### src/rtl/last_k_product_store_core_assert.svh
// Assertion macros used by the back end RTL (lkps_back) of the prefix product store.
`ifndef LAST_K_PRODUCT_STORE_CORE_ASSERT_SVH
`define LAST_K_PRODUCT_STORE_CORE_ASSERT_SVH

// Checked at every rising edge of clk, held off while rst is high.
`define LKPS_ASSERT(lbl, prop, msg) \
  lbl: assert property (@(posedge clk) disable iff (rst) prop) else $error(msg);

// Checked at every rising edge of clk, reset included.
`define LKPS_ASSERT_ALWAYS(lbl, prop, msg) \
  lbl: assert property (@(posedge clk) prop) else $error(msg);

`endif

### src/rtl/lkps_pkg.sv
`timescale 1ns / 1ps
package lkps_pkg;

  localparam logic CMD_ADD   = 1'b0;
  localparam logic CMD_QUERY = 1'b1;

  localparam logic [1:0] ST_OK        = 2'd0;
  localparam logic [1:0] ST_ZERO_WIN  = 2'd1;
  localparam logic [1:0] ST_BEYOND    = 2'd2;
  localparam logic [1:0] ST_ZERO_DIV  = 2'd3;

  typedef struct packed {
    logic               cmd;
    logic signed [31:0] value;
    logic [15:0]        window_len;
  } in_t;

  typedef struct packed {
    logic signed [31:0] product;
    logic [1:0]         status;
  } out_t;

  typedef enum logic [1:0] {
    KIND_CLEAR  = 2'd0,
    KIND_APPEND = 2'd1,
    KIND_QUERY  = 2'd2
  } kind_t;

  typedef struct packed {
    kind_t       kind;
    logic [31:0] value;
    logic [15:0] window_len;
  } entry_t;

endpackage

### src/rtl/lkps_front.sv
`timescale 1ns / 1ps
module lkps_front import lkps_pkg::*; (
  input  logic   clk,
  input  logic   rst,
  input  logic   in_valid,
  output logic   in_ready,
  input  in_t    in_data,
  output logic   q_valid,
  input  logic   q_pop,
  output entry_t q_entry
);

  entry_t     slots [2];
  logic       wr_ptr;
  logic       rd_ptr;
  logic [1:0] count;
  entry_t     incoming;
  logic       push;
  logic       pop;

  always_comb begin
    if (in_data.cmd == CMD_QUERY) begin
      incoming.kind = KIND_QUERY;
    end else if (in_data.value == 32'sd0) begin
      incoming.kind = KIND_CLEAR;
    end else begin
      incoming.kind = KIND_APPEND;
    end
    incoming.value      = in_data.value;
    incoming.window_len = in_data.window_len;
  end

  assign in_ready = (count != 2'd2);
  assign q_valid  = (count != 2'd0);
  assign q_entry  = slots[rd_ptr];
  assign push     = in_valid && in_ready;
  assign pop      = q_pop && q_valid;

  always_ff @(posedge clk) begin
    if (push) begin
      slots[wr_ptr] <= incoming;
    end
  end

  always_ff @(posedge clk) begin
    if (rst) begin
      wr_ptr <= 1'b0;
      rd_ptr <= 1'b0;
      count  <= 2'd0;
    end else begin
      if (push) begin
        wr_ptr <= ~wr_ptr;
      end
      if (pop) begin
        rd_ptr <= ~rd_ptr;
      end
      count <= count + 2'(push) - 2'(pop);
    end
  end

endmodule

### config.mk
export PLATFORM = sky130hd
export DESIGN_NAME = lkps_front
export DESIGN_NICKNAME = d
export VERILOG_FILES = /design/src/rtl/last_k_product_store_core_assert.svh /design/src/rtl/lkps_pkg.sv /design/src/rtl/lkps_front.sv
export SDC_FILE = /design/constraint.sdc
export NUM_CORES = 1
export LEC_CHECK = 0
export BUFFER_PORTS_ARGS = -buffer_cell sky130_fd_sc_hd__buf_2
export CAP_MARGIN = 5
export CORE_ASPECT_RATIO = 1.5
export CORE_MARGIN = 3
export CORE_UTILIZATION = 47
export DETAILED_ROUTE_END_ITERATION = 8
export PLACE_DENSITY = 0.75
export SLEW_MARGIN = 20
export SYNTH_ARGS = -nofsm -noshare
export SYNTH_HDL_FRONTEND = slang
export SYNTH_SLANG_ARGS = --single-unit
### constraint.sdc
create_clock -name clk -period 2.2 [get_ports clk]
set_clock_uncertainty 0.1 [all_clocks]
set_input_delay 0.44 -clock clk [delete_from_list [all_inputs] [get_ports clk]]
set_output_delay 0.44 -clock clk [all_outputs]
set_load 0.02 [all_outputs]
---- Word-level counts from Yosys, hierarchy flattened ----
Memory sizes are Yosys's and may differ from the RTL's. A register that Yosys moved wholly into a read port is not among the register bits.
Index checks and enable logic that the tools add are counted.
W data, S select, Z words.
word-level totals
  flip-flop bits (word level) ............. 4
  bits in writable memories ............... 100
  input port bits ......................... 53
  word-level logic and storage cells ...... 19
  memories kept ........................... 1
memory list
  memory  words  bits a word  rd ports  clocked after Yosys merged registers in  write ports  line              text
  slots   2      50           1         1                                        1            lkps_front.sv:13  entry_t slots [2];
operators by class
  add/subtract/negate cells ............... 2
  equal/unequal tests ..................... 1
  muxes and demuxes ....................... 6
  bitwise logic cells ..................... 2
  reductions and logical operators ........ 4
operators with widths
  cell                  number
  $logic_not A32 Y1     1
  $mux W1               5
  $add A2 B1 Y2         1
  $logic_and A1 B1 Y1   2
  $mux W2               1
  $ne A2 B2 Y1 const B  1
  $not A1 Y1            2
  $reduce_bool A2 Y1    1
  $sub A2 B1 Y2         1

---- Longest topological paths before layout ----
  word-level depth ........................ 4
  mapped depth ............................ 6
  depth with buffers taken out ............ 6

---- Least setup slack after synthesis ----
No wires, ideal clock.
  path type ............................... reg2reg
  from .................................... reg count[0]
  to ...................................... mem slots[1][0] (netlist bit), enable pin
  library setup time ...................... 413 ps
  arrival ................................. 1984 ps
  required time ........................... 1687 ps
  path slack .............................. -297 ps
  stages on the path, launching flop included .. 3
  path through ............................ dfxtp_1 -> nand2b_1 -> and3_1
on the way
  word-level cells in the longest chain between the ends .. 4
ends and longest elaborated chain
  item                           line              text
  start: declaration             lkps_front.sv:16  logic [1:0] count;
  start signal: assignment       lkps_front.sv:57  count <= count + 2'(push) - 2'(pop);
  $ne A2 B2 Y1                   lkps_front.sv:33  assign in_ready = (count != 2'd2);
  via in_ready                   lkps_front.sv:6   output logic in_ready,
  $logic_and A1 B1 Y1            lkps_front.sv:36  assign push = in_valid && in_ready;
  $mux W1                        lkps_front.sv:40  if (push) begin
  $mux W1 (not written as such)  lkps_front.sv:41  slots[wr_ptr] <= incoming;
  end: declaration               lkps_front.sv:13
The timed path passes the listed nets, and every way through them passes these cells.

==> flow_summary.json <==
{
  "setup_ws_ns": 0.1778,
  "grt_pass1_wl_um": 11100,
  "syn_to_final_growth_pct": 25.44,
  "startpoint_type": "flop",
  "setup_viol": 0,
  "clock_power_share_pct": 30.4,
  "crit_arrival_ns": 1.48,
  "routed_wl_um": 7127,
  "final_nets": 365,
  "synth_area_leader_cell": "edfxtp_1",
  "cp.required_ns": 1.66,
  "cp_num_buf_inv": 2,
  "grt_max_degree": 34,
  "outcome": "finished clean",
  "cts.sink_count": 105,
  "initial_utilization_pct": 48.71,
  "clkTransAtPathRegs_ns": 0.07,
  "seq_power_share_pct": 46.2,
  "antenna_found_initial": 0,
  "drive_gt1_share_pct": 55.06,
  "dp_hpwl_um": 4839,
  "power.combinational.fraction_pct": 23.4,
  "io_buffers": 104,
  "max_freq_ghz": 0.4945,
  "track_usage_pct": 15.76,
  "core_region_area_um2": 8058,
  "pre_cts_ws_ns": 0.3122,
  "vdd_drop_max_mv": 0.7230,
  "clock-root-buffer": "clkbuf_16",
  "synth_edf_count": 100,
  "maxCapViolations": 0,
  "cp-end-kind": "primary output",
  "clk_latency_ns": 0.34,
  "syn_inst": 196,
  "cts_resized": 0,
  "slew_viol_final": 0,
  "dieArea_um2": 9506,
  "worst_hold_slack_ns": 0.1848,
  "crit_type": "flop to primary output",
  "ant_nets": 0,
  "synth_most_common_cell": "edfxtp_1",
  "critPathMaxStageDelay_ns": 0.37,
  "wl_per_cell_um": 16.93,
  "tns_ns": 0,
  "rows": 40,
  "clockBufferDepth": 2,
  "syn_nets": 250,
  "first_iter_violations": 96,
  "p_per_area_nw_per_um2": 1099,
  "slew_headroom_pct": 74.39,
  "synthTopCellsByArea": "edfxtp_1, mux2_2, dfxtp_1",
  "synth-seq-cells": 105,
  "cts_hold_buffers": 0,
  "cts_buffers": 9,
  "critPathTopFamily": "buffers and inverters",
  "ys_seq_area_share_pct": 79.06,
  "ys_types": 25,
  "ys_warn_count": 0,
  "first_global_vias": 2268,
  "tritoncts": "built",
  "hold_viol_final": 0,
  "htreeDepth": 3,
  "p_int_uw": 3940,
  "crit_chain": "buf_4 > mux2_2 > buf_2",
  "vias": 2144,
  "p_sw_share_pct": 27.15,
  "cp_slowest_cell": "mux2_2",
  "rsz0062_at_grt": "false",
  "post_cts_buffers": 0,
  "power_leakage_uw": 0.001831,
  "first_pass_iters": 4,
  "fin_crit_ns": 2.022,
  "avgViaCountPerCell": 5.093,
  "synth_area_per_cell_um2": 20.03,
  "reg2reg_slack_ns": 0.49,
  "antenna_cells": 0,
  "path_max_fanout": 17,
  "gp_congestion": 0.7587,
  "fp.dieW_um": 80.62,
  "async_reset_ff_share_pct": 0,
  "worst_pin_slew_ns": 0.3842,
  "syn_area_um2": 3925,
  "min_path_type": "input port to flop",
  "p_sw_uw": 1469,
  "synthFlopType": "edfxtp_1",
  "fin_util_pct": 61.10,
  "io_pins": 105,
  "synthTopCellsByCount": "edfxtp_1, mux2_2, nor4_1",
  "period_share_pct": 91.92,
  "fp.dieH_um": 117.9,
  "drc": 0,
  "grt_overflow": 0,
  "yosys.area.top_type_share_pct": 76.51
}
==> final timing paths <==
kind	endpoint	depth (start not counted)	start
setup reg to reg	slots[0][11]	4	count[0]
hold reg to reg	flop	2	rd_ptr
setup / recovery	q_entry[45]	3	flop
hold / removal	slots[0][2]	1	in_data[2]
==> worst reg2reg max path: cells and delay by family, from the launching register on <==
kind	cells	cell delay, ns
buf+inv	2	0.44
flops	1	0.44
simple gates	2	0.37
==> metal layers <==
layer	up-vias	GRT usage (%)	wire, µm
met5	-	0	0
met4	0	6.342	149
met3	12	5.666	457
met2	58	27.75	3909
met1	1064	16.62	2610
li1	1010	-	-
==> sequential cells by signal, summed over array words and instances (netlist names), named ones only <==
name,cells
slots,100
count,2
rd_ptr,1
wr_ptr,1
==> final cells by class <==
cell class,count,area (µm²)
fill,627,3134
multi-input combinational,84,790.8
tap,105,131.4
inverter,1,7.507
timing repair buffer,110,578.1
clock buffer,10,229.0
sequential,105,3104
clock inverter,6,82.58
==> power by group through the flow <==
stage / clock network [µW] / logic (µW) / registers [µW]
finish: 1650 / 1260 / 2500
floorplan: 0 / 868 / 2520
detailed placement: 0 / 1290 / 2540
CTS: 1680 / 1290 / 2500
global route: 1780 / 1350 / 2520
global placement: 0 / 1270 / 2530
==> layout by cell type (no fill, tap or decap), types with 2 or more instances in the layout <==
cell	count
a21oi_1	2
and4_1	2
buf_2	104
buf_4	5
bufinv_16	2
clkbuf_16	9
clkinv_1	2
clkinvlp_4	3
dfxtp_1	4
edfxtp_1	100
mux2_1	5
mux2_2	46
nor2_1	5
nor2b_1	2
nor4_1	8
o21ai_0	2
==> through the flow <==
stage	area (µm²)	power (µW)	cells
3_5_place_dp	4612	3830	405
5_1_grt	4923	5650	421
3_3_place_gp	4612	3801	405
4_1_cts	4923	5475	421
6_report	4923	5409	421
2_1_floorplan	3930	3385	196
==> logic make-up (layout without fill, tap and decap cells) <==
logic type,after synthesis,after routing,share of synthesized area (%)
XOR/XNOR,1,1,0.2232
AO/OA/AOI/OAI,8,8,1.435
adder cells (fa/ha/maj),1,1,0.3187
buffers and inverters,7,127,0.8285
flip-flops,105,105,79.06
multiplexers,51,51,14.63
AND/OR/NAND/NOR,23,23,3.507
(Power assumes the default switching activity.)
